### src/rtl/core/cspmv_pkg.sv
// Shared types and constants of the sparse matrix-vector accumulator.
`default_nettype none
package cspmv_pkg;
	localparam int SLICE_VOXELS = 4096;
	localparam int RAY_COUNT    = 1024;
	localparam int FRAC_BITS    = 16;
	localparam int DATA_W       = 32;
	localparam int PROD_W       = 2 * DATA_W;
	localparam int ROW_W        = 10;
	localparam int COL_W        = 12;
	localparam int VOX_AW       = (SLICE_VOXELS > 1) ? $clog2(SLICE_VOXELS) : 1;
	localparam int RAY_AW       = (RAY_COUNT > 1) ? $clog2(RAY_COUNT) : 1;

	typedef enum logic [1:0] {
		OP_LOAD_VOXEL = 2'd0,
		OP_LOAD_RAY   = 2'd1,
		OP_APPLY      = 2'd2,
		OP_READ_RAY   = 2'd3
	} op_t;

	typedef struct packed {
		op_t                      operation;
		logic [ROW_W-1:0]         row_index;
		logic [COL_W-1:0]         column_index;
		logic signed [DATA_W-1:0] value;
		logic                     last_entry;
	} in_item_t;

	typedef struct packed {
		logic [ROW_W-1:0]         ray_number;
		logic signed [DATA_W-1:0] ray_sum;
		logic                     done_res;
	} out_item_t;

	typedef enum logic [1:0] {
		ST_IDLE,
		ST_MUL,
		ST_ACC,
		ST_OUT
	} state_t;
endpackage
`default_nettype wire

### src/rtl/core/cspmv_mac.sv
// Multiply stage and saturating accumulate of one matrix entry.
`default_nettype none
module cspmv_mac (
	input  wire logic                                clk,
	input  wire logic                                mul_en,
	input  wire logic signed [cspmv_pkg::DATA_W-1:0] weight,
	input  wire logic signed [cspmv_pkg::DATA_W-1:0] voxel,
	input  wire logic                                voxel_ok,
	input  wire logic signed [cspmv_pkg::DATA_W-1:0] ray_base,
	output logic signed      [cspmv_pkg::DATA_W-1:0] sum
);
	import cspmv_pkg::*;

	localparam logic signed [PROD_W-1:0] SAT_MAX = PROD_W'(64'sh0000_0000_7FFF_FFFF);
	localparam logic signed [PROD_W-1:0] SAT_MIN = PROD_W'(-64'sh0000_0000_8000_0000);

	logic signed [DATA_W-1:0] voxel_sel;
	logic signed [PROD_W-1:0] prod_s1;
	logic signed [DATA_W-1:0] base_s1;
	logic signed [PROD_W-1:0] acc;

	// out-of-slice column reads as zero
	assign voxel_sel = voxel_ok ? voxel : '0;

	always_ff @(posedge clk) begin
		if (mul_en) begin
			prod_s1 <= PROD_W'(weight) * PROD_W'(voxel_sel);
			base_s1 <= ray_base;
		end
	end

	// arithmetic shift rounds toward minus infinity
	always_comb begin
		acc = PROD_W'(base_s1) + (prod_s1 >>> FRAC_BITS);
		priority if (acc > SAT_MAX) begin
			sum = SAT_MAX[DATA_W-1:0];
		end else if (acc < SAT_MIN) begin
			sum = SAT_MIN[DATA_W-1:0];
		end else begin
			sum = acc[DATA_W-1:0];
		end
	end
endmodule
`default_nettype wire

### config.mk
export PLATFORM = sky130hd
export DESIGN_NAME = cspmv_mac
export DESIGN_NICKNAME = d
export VERILOG_FILES = /design/src/rtl/core/cspmv_pkg.sv /design/src/rtl/core/cspmv_mac.sv
export SDC_FILE = /design/constraint.sdc
export NUM_CORES = 2
export LEC_CHECK = 0
export BUFFER_PORTS_ARGS = -buffer_cell sky130_fd_sc_hd__buf_2
export CORE_ASPECT_RATIO = 0.7
export CORE_MARGIN = 10
export CORE_UTILIZATION = 60
export CTS_BUF_LIST = sky130_fd_sc_hd__clkbuf_2 sky130_fd_sc_hd__clkbuf_4 sky130_fd_sc_hd__clkbuf_8
export CTS_CLUSTER_DIAMETER = 200
export DETAILED_ROUTE_END_ITERATION = 7
export PLACE_DENSITY = 0.88
export SLEW_MARGIN = 10
export SYNTH_ARGS = -nofsm -noshare
export SYNTH_HDL_FRONTEND = slang
export SYNTH_SLANG_ARGS = --single-unit
### constraint.sdc
create_clock -name clk -period 8.15 [get_ports clk]
set_input_delay 0.4075 -clock clk [delete_from_list [all_inputs] [get_ports clk]]
set_output_delay 0.4075 -clock clk [all_outputs]
set_load 0.02 [all_outputs]
==> qor.txt <==
status - finished, final reports clean
H-Tree Depth - 3
Post-Layout Cell Count - 5556
Final Setup Violations - 0
CP max stage cell - fa_1
vias in the first global route - 35100
Core Region - 68400 sq um
Port Buffers - 130
DP HPWL - 114 mm
TritonRoute pass-1 iters - 8
total grt overflow - 0
CP startpoint kind - primary input
number of synthesized flops with an enable pin - 80
post-synthesis register bit count - 80
Post-synth ARST share - 0%
Top FF cell, synth - edfxtp_1
CP Max Fanout - 16
crit path capture type - register
Cells after Synth - 4388
Overall Global Routing Usage - 33.8%
hold crit path type - primary input to register
die height - 240 microns
via count - 33200
Max Slew Vio Count - 0
initial detailed-routing violation count - 4203
Die ar. - 80300 sq um
Num CTS Buffers - 9
register area share after synthesis - 5.78%
WHS Path Cells - 1
origin of the worst setup path - voxel_ok
global-route wire length before repair - 206 mm
Max Cap Viol - 0
CTS max path bufs - 2
Cells after DPL - 5536
post-route DRC violation count - 0
Avg WL per Cell - 23.9 microns
Unique masters post-synth - 78
f_max - 0.126 GHz
pin count of the biggest net entering global routing - 119
worst slack at placement - -753 ps
antenna violations before repair - 8
layout cell share with drive strength beyond 1 - 12.9%
final hold vios - 0
syn nets - 5797
Hold Startpoint - ray_base[31]
Worst-path clk slew - 110 ps
initial core utilization - 60.7%
crit share post-route - 97.3%
most frequent CP cell - fa_1
crit path time final - 7930 ps
Nets - 6056
Root Driver - clkbuf_8
Slew Limit Headroom - 29.5%
Rows - 80
Worst Path Required - 8320 ps
worst setup path class - primary input to register
Worst Hold Path EP - base_s1[31]$_DFFE_PP_
post-synthesis cell area - 41500 sq um
num ports - 131
CTS Hold Bufs - 0
Tightest Pin Transition - 1060 ps
Layout area overhead - 10.5%
clk sinks - 80
routability-driven placement congestion ratio - 1.06
Post-Route WL - 133 mm
Largest stage delay, worst path - 620 ps
CTS tree - yes
Synth Warn # - 0
Final ANT Viol Nets - 0
Vias/cell - 5.97
Die W - 334 microns
critical path arrival - 8100 ps
Worst Slack Setup Final - 219 ps
mean area per synthesized cell - 9.46 sq um
## how the worst max path moves through the flow
stage	slack (ps)	end
6_report	220	prod_s1[60]$_DFFE_PP_
5_1_grt	-20	prod_s1[60]$_DFFE_PP_
4_1_cts	80	prod_s1[58]$_DFFE_PP_
3_5_place_dp	-750	prod_s1[58]$_DFFE_PP_
3_3_place_gp	-490	prod_s1[58]$_DFFE_PP_
2_1_floorplan	10	prod_s1[63]$_DFFE_PP_
## state kept, by name, indices dropped and copies added, names as in the netlist
name     count
prod_s1     48
base_s1     32
## synth_stat cells, types with 5 or more instances
cell type	count	area (sq um)
inv_1	971	3640
nand4_1	30	188
o21a_1	10	75.1
nor2b_1	11	68.8
o211ai_1	12	90.1
or2_2	9	56.3
edfxtp_1	80	2400
buf_6	6	67.6
buf_2	5	25.0
clkbuf_1	264	991
xor2_1	38	333
a211oi_1	7	52.6
and3_1	504	3150
nand3_1	28	140
and2_1	29	181
o31ai_1	5	37.5
nor3_1	23	115
o21ai_1	13	65.1
xnor2_1	65	569
nor2_1	77	289
nand2b_1	13	81.3
nand2_1	547	2050
o21ai_0	41	205
fa_1	1082	21700
a21oi_1	107	536
o21bai_1	12	90.1
ha_1	228	2850
a21o_1	79	593
## routing by layer
layer	part of all wire, %	global-route usage [%]
met2	38	44.8
met1	38	45.3
met5	0.27	2.56
met4	2.7	8.09
met3	21	21.3
## through the flow
stage                     hold slack (ps)  utilization [%]  setup TNS, ps  area, sq um
after detailed placement              586             66.6          -7000        45600
after global routing                  142             67.1          -27.8        45900
after global placement                584             66.6          -3180        45600
after CTS                             140             67.0              0        45800
final                                 162             67.1              0        45900
after floorplan                       506                -              0        41500
## cells in the final DEF, fill, tap and decap left out, drive strengths merged, types with 3 or more instances in the layout
| cell type | n |
|---|---|
| clkbuf | 11 |
| o211ai | 12 |
| xnor2 | 65 |
| edfxtp | 80 |
| nand3 | 28 |
| a21oi | 112 |
| nand2 | 548 |
| a21boi | 4 |
| o41ai | 3 |
| a31oi | 5 |
| o31ai | 6 |
| fa | 1082 |
| a41oi | 3 |
| nand2b | 13 |
| nor3 | 24 |
| nand4 | 30 |
| o21bai | 12 |
| a31o | 6 |
| or3 | 3 |
| a221oi | 4 |
| ha | 228 |
| a211o | 4 |
| nor3b | 3 |
| o21a | 10 |
| xor2 | 38 |
| nor2 | 77 |
| and4 | 3 |
| a2111oi | 4 |
| and3 | 504 |
| a211oi | 8 |
| o2111ai | 4 |
| buf | 526 |
| o21ai | 58 |
| o221ai | 3 |
| a21o | 79 |
| inv | 974 |
| nor2b | 11 |
| and2 | 30 |
| or2 | 9 |
## cells by family (layout without fill, tap and decap cells)
kind of cell	after synthesis	count (layout)	synth area share [%]
xor+xnor	103	103	2.17
simple gates	1291	1291	15.6
buf+inv	1251	1515	11.4
flops	80	80	5.78
compound gates	351	351	5.92
mux	2	2	0.0482
other cells	0	2	0
fa+ha+maj	1310	1310	59.0
## worst max-delay path, delay by kind of cell
family / cells / cell delay, ps
XOR/XNOR: 1 / 160
AND/OR/NAND/NOR: 4 / 490
adder cells (fa/ha/maj): 9 / 4470
buffers and inverters: 11 / 1210
AO/OA/AOI/OAI: 7 / 1330
## final cells by class
cell class | count | area (sq um)
tap | 902 | 1130
inverter | 972 | 3650
clock buffer | 10 | 131
multi-input combinational | 3057 | 34500
fill | 5128 | 22500
clock inverter | 6 | 76.3
sequential | 80 | 2400
antenna | 2 | 5.00
timing repair buffer | 527 | 4060
## what timing repair did
item                       CTS  global route
pin swaps                    0             1
gates resized for setup      2            20
setup endpoints to repair    8            11
buffers inserted             0             1
gates cloned                 0             1
Power is not shown: default switching activity piles up to over one toggle a cycle in this logic, so the estimate is an artifact.
