**config.mk**
```make
export PLATFORM = sky130hd
export DESIGN_NAME = cspmv_ram
export DESIGN_NICKNAME = d
export VERILOG_FILES = /design/src/rtl/core/cspmv_ram.sv
export SDC_FILE = /design/constraint.sdc
export NUM_CORES = 1
export LEC_CHECK = 0
export BUFFER_PORTS_ARGS = -buffer_cell sky130_fd_sc_hd__buf_2
export CAP_MARGIN = 20
export CELL_PAD_IN_SITES_DETAIL_PLACEMENT = 1
export CELL_PAD_IN_SITES_GLOBAL_PLACEMENT = 1
export CORE_UTILIZATION = 45
export CTS_BUF_LIST = sky130_fd_sc_hd__clkbuf_16
export CTS_CLUSTER_DIAMETER = 60
export DETAILED_ROUTE_END_ITERATION = 7
export GPL_TIMING_DRIVEN = 0
export PLACE_DENSITY_LB_ADDON = 0.08
export REMOVE_ABC_BUFFERS = 1
export SLEW_MARGIN = 20
export SYNTH_ARGS = -nofsm -noshare
export SYNTH_HDL_FRONTEND = slang
export SYNTH_SLANG_ARGS = --single-unit
```
**constraint.sdc**
```tcl
create_clock -name clk -period 3.75 [get_ports clk]
set_input_delay 0.5625 -clock clk [delete_from_list [all_inputs] [get_ports clk]]
set_output_delay 0.5625 -clock clk [all_outputs]
set_load 0.03 [all_outputs]
```
**src/rtl/core/cspmv_ram.sv**
```systemverilog
// Generic single-port-write, single-port-read synchronous RAM with a registered read.
`default_nettype none
module cspmv_ram #(
	parameter int DEPTH = 16,
	parameter int WIDTH = 32,
	localparam int AW = (DEPTH > 1) ? $clog2(DEPTH) : 1
) (
	input  wire logic             clk,
	input  wire logic             wr_en,
	input  wire logic [AW-1:0]    wr_addr,
	input  wire logic [WIDTH-1:0] wr_data,
	input  wire logic             rd_en,
	input  wire logic [AW-1:0]    rd_addr,
	output logic      [WIDTH-1:0] rd_data
);
	logic [WIDTH-1:0] mem [DEPTH];

	always_ff @(posedge clk) begin
		if (wr_en) begin
			mem[wr_addr] <= wr_data;
		end
	end

	always_ff @(posedge clk) begin
		if (rd_en) begin
			rd_data <= mem[rd_addr];
		end
	end
endmodule
`default_nettype wire

```
==> metrics, run 1 <==
Reg power frac 0.521; drt first pass iters 5; Final Max Tran Viols 0; largest net degree at the start of global routing 69; Setup Crit Path Kind input port to register; Antenna Nets Post-Route 0; CTS tree done; WHS Endpoint mem[3][2]; Initial Util 0.456; ANT cells 0; met1 Track Usage GR 0.254; Post-Syn Area slightly above 20000 um^2; clock root buffer clkbuf_16; Setup-failing EPs final 0; Worst Min Path Start wr_data[2]; worst clock skew 16.8 ps; Die Span Y between 200 and 250 um; Sw Share 0.205; Area growth syn-to-layout 19.6%; Synth Register Bits between 500 and 600; Die X around 210 um; critical path's slowest cell mux4_2; max incr delay on CP between 500 and 600 ps; status completed; Clock Path Buffers 3; Period minus WS final ~2300 ps; slew margin rel. 0.429; Worst Max-Slew Pin Slew about 850 ps; Post-CTS Setup Inserts 0; most frequent cells in the layout edfxtp_1, mux4_2, buf_2; later-pin clock latency in the skew report a little under 600 ps; Fmax 440 MHz; Worst R2R Path Depth 3; Final Util 0.546; clock power share 0.427; crit-path most repeated cell buf_16; CP endpoint kind register; total CTS buffers 56; hold path depth 1; final net count 1025; peak supply drop slightly below 0.0004 V; worst path arrival time around 2600 ps; min-delay worst type input port to register; GP Congestion 0.696; grt ovf 0; Synthesis Warnings 0; Final period util 0.606; vias per inst approximately 5.6; fillcell total between 3000 and 4000; Critical Path, Cell by Cell buf_8 > buf_16 > buf_16 > mux4_2 > a22oi_1 > nand2_1; CTS H-Tree Depth 2; final wirelength about 46000 um; crit path max fanout 60; first-pass GRT wire length 66100 um; Placed Area ~22000 um^2; layout cells sized above 1 0.353; Net Switching approximately 2.7 mW; met2 Use GR 0.380; met3 Use GR 0.0379; Total GRT Usage 0.208; die area around 46000 um^2; Design Area, Final about 24000 um^2; R2R Path Start mem[10][30]; Max Cap Viol 0; Fin. Hold Viols 0; P_int roughly 10 mW; reg-to-reg slack, setup roughly 2300 ps; total power ~13 mW; clock sinks 544; PD cells 548 nW/um^2; CTS clock-pin slew for the worst setup and hold paths roughly 60 ps; Post-CTS Hold Buffers 0; Buf/Inv on CP 3; Post-Synthesis Cells between 800 and 900; P_leak around 7.8 nW; Req. time, crit path 4080 ps; Initial DRC Count between 600 and 700; reg2reg end rd_data[30]; routed vias around 9100; Most Crowded Layer GR met2; IO Count 75; cell family with most CP delay buffers and inverters; number of global-route vias before repair between 10000 and 15000; initial antenna violation count 1; row count 77; Port Buffers 74; Critical Path Source Type input port; syn avg cell area around 24 um^2; Wirelength per Cell about 28 um; core footprint roughly 44000 um^2; Sum Neg Setup Slack 0 ps; hpwl dp around 28000 um; most common library cell in the layout ignoring fill and taps edfxtp_1; drc violations 0; RSZ-0062 raised after global routing no; sequential share of the synthesized area 0.810; Gates resized, CTS repair 0; combinational share of power 0.052; Netlist cell types 17
power by group through the flow:
stage,combinational (mW),sequential [mW],clock (mW)
after floorplan,0.262,7.07,0
after global placement,0.634,7.01,0
after detailed placement,0.698,7.02,0
final,0.684,6.89,5.64
after global routing,0.737,6.90,5.94
after CTS,0.701,6.89,5.76
flip-flops by register name, indices dropped and copies added (netlist names):
name / flops
rd_data: 32
mem: 512
cell families (layout without fill, tap and decap cells):
group / after synthesis / count (layout) / synth area share
DFF: 544 / 544 / 0.810
muxes: 128 / 128 / 0.143
AOI/OAI and AO/OA: 64 / 64 / 0.0238
buffers and inverters: 43 / 233 / 0.0110
and+or+nand+nor: 59 / 59 / 0.0125
cells in the mapped netlist:
| library cell | number | area (um^2) |
|---|---|---|
| a22oi_1 | 64 | 480 |
| and2_1 | 1 | 6.26 |
| buf_1 | 9 | 33.8 |
| buf_2 | 4 | 20.0 |
| buf_4 | 11 | 82.6 |
| buf_6 | 2 | 22.5 |
| clkbuf_1 | 17 | 63.8 |
| edfxtp_1 | 544 | 16300 |
| mux4_2 | 128 | 2880 |
| nand2_1 | 33 | 124 |
| nand2b_1 | 2 | 12.5 |
| nand3_1 | 1 | 5.00 |
| nand3b_1 | 2 | 15.0 |
| nor2_1 | 13 | 48.8 |
| nor2b_1 | 2 | 12.5 |
| nor3_1 | 4 | 20.0 |
| or3b_2 | 1 | 8.76 |
stage by stage:
stage	setup slack (ps)	hold WS, ps	instances
floorplan	7.85	661	795
global placement	-3480	726	1461
detailed placement	813	737	1516
CTS	1430	301	1620
global route	1300	320	1620
finish	1480	336	1620
layer usage:
| metal | wire (um) | vias up | share of wire |
|---|---|---|---|
| li1 | - | 3906 | - |
| met1 | 17800 | 4881 | 0.39 |
| met2 | 24600 | 208 | 0.54 |
| met3 | 2070 | 76 | 0.045 |
| met4 | 977 | 2 | 0.021 |
| met5 | 13 | - | 0.00029 |
final cells by class:
| type | instances | area [um^2] | area share |
|---|---|---|---|
| clock buffer | 57 | 1430 | 0.0591 |
| clock inverter | 47 | 459 | 0.0190 |
| sequential | 544 | 16300 | 0.677 |
| multi-input combinational | 251 | 3750 | 0.155 |
| tap | 592 | 741 | 0.0307 |
| timing repair buffer | 129 | 1410 | 0.0585 |
worst reg2reg max path, cell delays in order, from the launching register on:
cell,delay [ps]
edfxtp_1,400
mux4_2,510
a22oi_1,200
nand2_1,110
worst max-delay path by stage:
stage | depth (start not counted) | from | to | slack, ps
final | 6 | rd_addr[0] | rd_data[11] | 1480
after global routing | 6 | rd_addr[0] | rd_data[11] | 1300
after CTS | 6 | rd_addr[0] | rd_data[11] | 1430
after detailed placement | 6 | rd_addr[0] | rd_data[11] | 810
after global placement | 3 | wr_addr[2] | mem[0][16] | -3480
after floorplan | 2 | wr_addr[2] | mem[0][0] | 8
(Power assumes the default switching activity.)
==> run 2, diff against run 1 <==
clock period = 1.8 ns   (was 3.75 ns; I/O delays follow)
==> metrics, run 2 (synthesis gave the netlist of run 1 again) <==
PD cells 1140 nW/um^2 (was 548 nW/um^2); Antenna Nets Post-Route 0 (unchanged); Net Switching 5.65 mW (was 2.71 mW); P_leak 7.84 nW (was 7.80 nW); GP Congestion 0.696 (unchanged); Die Span Y 214 um (unchanged); row count 77 (unchanged); Fmax approximately 570 MHz; Initial Util 0.456 (unchanged); Reg with most FFs mem (unchanged); Die X 214 um (unchanged); CP endpoint kind register (unchanged); Setup-failing EPs final 0 (unchanged); vias per inst 5.59 (was 5.60); P_int 21.9 mW (was 10.5 mW); slew margin rel. 0.416 (was 0.429); crit-path most repeated cell buf_4 (was buf_16); routed vias 9065 (was 9073); Final period util 0.974; Fin. Hold Viols 0 (unchanged); Req. time, crit path 2090 ps (was 4080 ps); Reg power frac 0.521 (about the same); ANT cells 0 (unchanged); drc violations 0 (unchanged); drt first pass iters 5 (unchanged); Clock Path Buffers 3 (unchanged); Total GRT Usage 0.212 (was 0.208); Port Buffers 74 (unchanged); crit path max fanout 7 (was 60); first-pass GRT wire length 67100 um (was 66100 um); max incr delay on CP 770 ps (was 570 ps); total CTS buffers 56 (unchanged); later-pin clock latency in the skew report 590 ps (about the same); final net count 1027 (was 1025); Period minus WS final approximately 1800 ps; critical path's slowest cell nor3_2 (was mux4_2); most frequent cells in the layout edfxtp_1, mux4_2, buf_2 (unchanged); Max Cap Viol 0 (unchanged); Post-CTS Setup Inserts 0 (unchanged); peak supply drop 0.000821 V (was 0.000394 V); RSZ-0062 raised after global routing no (unchanged); status completed (unchanged); Setup Crit Path Kind input port to register (unchanged); clock power share 0.426 (was 0.427); CTS tree done (unchanged); initial antenna violation count 1 (unchanged); CTS clock-pin slew for the worst setup and hold paths 60 ps (about the same); top flop regs mem: 512 flops, rd_data: 32 flops (unchanged); Area growth syn-to-layout 19.9% (was 19.6%); hpwl dp 27900 um (unchanged); grt ovf 0 (unchanged); Placed Area 22200 um^2 (unchanged); Worst Max-Slew Pin Slew 872 ps (was 851 ps); worst clock skew 19.5 ps (was 16.8 ps); final wirelength 46300 um (was 45500 um); die area 45700 um^2 (unchanged); Largest register FFs 512 (unchanged); combinational share of power 0.053 (was 0.052); Critical Path Source Type input port (unchanged); IO Count 75 (unchanged); final hold slack 42.1 ps (was 336 ps); largest net degree at the start of global routing 69 (unchanged); Final Max Tran Viols 0 (unchanged); layout cells sized above 1 0.354 (was 0.353); clock sinks 544 (unchanged); min-delay worst type input port to register (unchanged); clock root buffer clkbuf_16 (unchanged); worst path arrival time 2040 ps (was 2600 ps); Design Area, Final 24200 um^2 (was 24100 um^2); CTS H-Tree Depth 2 (unchanged); cell family with most CP delay simple AND/OR/NAND/NOR gates (was buffers and inverters); Critical Path, Cell by Cell buf_2 > nand3_1 > nor3_2 > buf_4 > buf_4 (was buf_8 > buf_16 > buf_16 > mux4_2 > a22oi_1 > nand2_1); Wirelength per Cell 28.5 um (was 28.1 um); Sw Share 0.205 (about the same); core footprint 44200 um^2 (unchanged); most common library cell in the layout ignoring fill and taps edfxtp_1 (unchanged); Buf/Inv on CP 3 (unchanged); Initial DRC Count 706 (was 629); number of global-route vias before repair 10077 (was 10003)
==> run 2: cell types whose count changed in the layout (fill, tap and decap cells not counted), sizes merged <==
cell	change
buf	+1
bufbuf	+1
==> run 2: power by group through the flow <==
stage / registers, mW / clock network (mW) / logic [mW]
detailed placement: 14.6 / 0 / 1.45
global placement: 14.6 / 0 / 1.32
global route: 14.4 / 12.4 / 1.57
finish: 14.3 / 11.7 / 1.46
floorplan: 14.7 / 0 / 0.546
CTS: 14.4 / 12.0 / 1.49
==> run 2: path summary, 6_finish.rpt <==
check	startpoint	slack, ps	to	cells after the start
max	wr_en	50	mem[12][8]	5
min	wr_data[2]	40	mem[3][2]	1
max reg2reg	mem[10][30]	310	rd_data[30]	3
min reg2reg	mem[12][22]	750	rd_data[22]	3
==> run 2: worst register-to-register path: stages, from the launching register on <==
cell,delay [ps]
edfxtp_1,410
mux4_2,510
a22oi_1,200
nand2_1,110
==> run 2: layout make-up <==
class	count	area (um^2)
Fill cell	3708	20000
Sequential cell	544	16300
Multi-Input combinational cell	251	3760
Timing Repair Buffer	131	1480
Clock buffer	57	1430
Tap cell	592	741
Clock inverter	47	459
==> run 2: layer usage <==
metal  part of all wire  track usage
met5            0.00028            0
met4              0.021       0.0522
met3              0.042       0.0384
met2               0.54        0.386
met1               0.40        0.260
==> run 2: stage by stage <==
stage               setup TNS, ps   util  power (mW)  cells  setup WS, ps
finish                          0  0.547        27.5   1622          46.6
floorplan                 -384570      -        15.3    795         -1650
global route                    0  0.547        28.3   1622          15.8
detailed placement         -89180  0.503        16.1   1516          -845
CTS                             0  0.547        27.8   1622          9.54
global placement         -1748760  0.476        15.9   1461         -5140
==> run 2: repair_timing <==
| item | CTS | global route |
|---|---|---|
| hold buffers | 0 | 0 |
| gates resized for setup | 1 | 2 |
| cloned | 2 | 0 |
| setup endpoints to repair | 15 | 21 |
==> run 3, diff against run 2 <==
PLACE_DENSITY = 0.7   (was not set)
PLACE_DENSITY_LB_ADDON = not set   (was 0.08)
clock period = 1.9 ns   (was 1.8 ns; I/O delays follow)
==> metrics, run 3 (synthesis gave the netlist of run 1 again) <==
worst path arrival time 2030 ps (was 2040 ps); Setup Crit Path Kind input port to register (unchanged); Fmax 567 MHz; IO Count 75 (unchanged); worst clock skew 20.0 ps (was 19.5 ps); CP endpoint kind register (unchanged); Port Buffers 74 (unchanged); status completed (unchanged); min-delay worst type input port to register (unchanged); Fin. Hold Viols 0 (unchanged); final hold slack 79.5 ps (was 42.1 ps); vias per inst 5.77 (was 5.59); later-pin clock latency in the skew report 580 ps (was 590 ps); routed vias 9283 (was 9065); Largest register FFs 512 (unchanged); Final period util 0.928; Antenna Nets Post-Route 0 (unchanged); CTS clock-pin slew for the worst setup and hold paths 60 ps (about the same); Req. time, crit path 2170 ps (was 2090 ps); die area 45700 um^2 (unchanged); Critical Path, Cell by Cell buf_2 > nand3b_1 > nor3_2 > buf_4 > buf_4 (was buf_2 > nand3_1 > nor3_2 > buf_4 > buf_4); crit-path most repeated cell buf_4 (unchanged); combinational share of power 0.055 (was 0.053); Initial DRC Count 946 (was 706); Post-CTS Hold Buffers 0 (unchanged); P_int 20.0 mW (was 21.9 mW); hpwl dp 27400 um (was 27900 um); Reg power frac 0.540 (was 0.521); critical path's slowest cell nor3_2 (unchanged); Total GRT Usage 0.209 (was 0.212); peak supply drop 0.000677 V (was 0.000821 V); final wirelength 45800 um (was 46300 um); layout cells sized above 1 0.346 (was 0.354); slew margin rel. 0.485 (was 0.416); Cell Count, Final, Fillers Out 1610 (was 1622); number of global-route vias before repair 9914 (was 10077); most frequent cells in the layout edfxtp_1, mux4_2, buf_2 (unchanged); PD cells 1050 nW/um^2 (was 1140 nW/um^2); Design Area, Final 23900 um^2 (was 24200 um^2); final net count 1024 (was 1027); Worst Max-Slew Pin Slew 768 ps (was 872 ps); Area growth syn-to-layout 18.5% (was 19.9%); Max Cap Viol 0 (unchanged); Net Switching 5.19 mW (was 5.65 mW); first-pass GRT wire length 66600 um (was 67100 um); GP Congestion 0.657 (was 0.696); Final Util 0.541 (was 0.547); Period minus WS final roughly 1800 ps; Final Max Tran Viols 0 (unchanged); worst slack at placement -825 ps (was -845 ps); core footprint 44200 um^2 (unchanged); Sequential Area 16300 um^2 (unchanged); grt ovf 0 (unchanged); CTS tree done (unchanged); drt first pass iters 5 (unchanged); CTS H-Tree Depth 2 (unchanged); P_leak 7.72 nW (was 7.84 nW); drc violations 0 (unchanged); top flop regs mem: 512 flops, rd_data: 32 flops (unchanged); initial antenna violation count 2 (was 1); Initial Util 0.456 (unchanged); Critical Path Source Type input port (unchanged); total CTS buffers 54 (was 56); Setup-failing EPs final 0 (unchanged); Placed Area 22100 um^2 (was 22200 um^2); Die Span Y 214 um (unchanged); Final WS setup 137 ps (was 46.6 ps); clock power share 0.404 (was 0.426); max incr delay on CP 700 ps (was 770 ps); RSZ-0062 raised after global routing no (unchanged); Clock Path Buffers 3 (unchanged); placed cells 1511 (was 1516); crit path max fanout 7 (unchanged); Die X 214 um (unchanged); row count 77 (unchanged); most common library cell in the layout ignoring fill and taps edfxtp_1 (unchanged); largest net degree at the start of global routing 78 (was 69); area taken by multi-input logic gates 3760 um^2 (about the same); Sw Share 0.206 (was 0.205); Reg with most FFs mem (unchanged); clock root buffer clkbuf_16 (unchanged); Wirelength per Cell 28.5 um (about the same); clock sinks 544 (unchanged); fillcell total 3729 (was 3708)
[run 3: cell types whose count changed in the layout (fill, tap and decap cells not counted), sizes merged, moves of 2 or more]
cell    change
bufinv      -4
inv         +3
clkinv      -8
buf         -2
[run 3: final cells by class]
type,count,area share
Antenna cell,1,0.000105
Clock buffer,55,0.0576
Clock inverter,37,0.0125
Multi-Input combinational cell,251,0.157
Sequential cell,544,0.683
Tap cell,592,0.0310
Timing Repair Buffer,130,0.0583
[run 3: critical path, delay by kind of cell]
kind | cells | cell delay (ps)
simple gates | 2 | 1090
buf+inv | 3 | 640
[run 3: final timing paths]
| check | cells after the start | startpoint | slack (ps) | end |
|---|---|---|---|---|
| max reg2reg | 3 | mem[3][13] | 290 | rd_data[13] |
| min reg2reg | 3 | mem[14][8] | 750 | rd_data[8] |
| min | 1 | wr_data[30] | 80 | mem[7][30] |
| max | 5 | wr_addr[2] | 140 | mem[8][6] |
[run 3: per-layer routing]
metal  wire length [um]  track usage  vias to the layer above
li1                   -            -                     3897
met1              20100        0.314                     5014
met2              22100        0.323                      301
met3               2660       0.0306                       67
met4                901       0.0557                        4
met5                 27            0                        -
[run 3: metrics by stage]
step                      setup TNS, ps  total power, mW
after floorplan                 -341050             14.5
after global placement         -1606260             15.1
after detailed placement         -78470             15.2
after CTS                             0             25.4
after global routing                  0             25.8
final                                 0             25.1
[run 3: what timing repair did]
| action | CTS | global route |
|---|---|---|
| endpoints found under the setup margin | 24 | 17 |
| pin swaps | 0 | 1 |
| cloned | 2 | 1 |
| buffers inserted | 0 | 3 |
| resized for setup | 1 | 2 |
[run 3: power by group through the flow]
stage,Combinational (mW),Clock [mW],Sequential [mW]
after floorplan,0.518,0,14.0
after global placement,1.27,0,13.8
after detailed placement,1.37,0,13.8
after CTS,1.41,10.4,13.6
after global routing,1.49,10.7,13.6
final,1.39,10.2,13.6
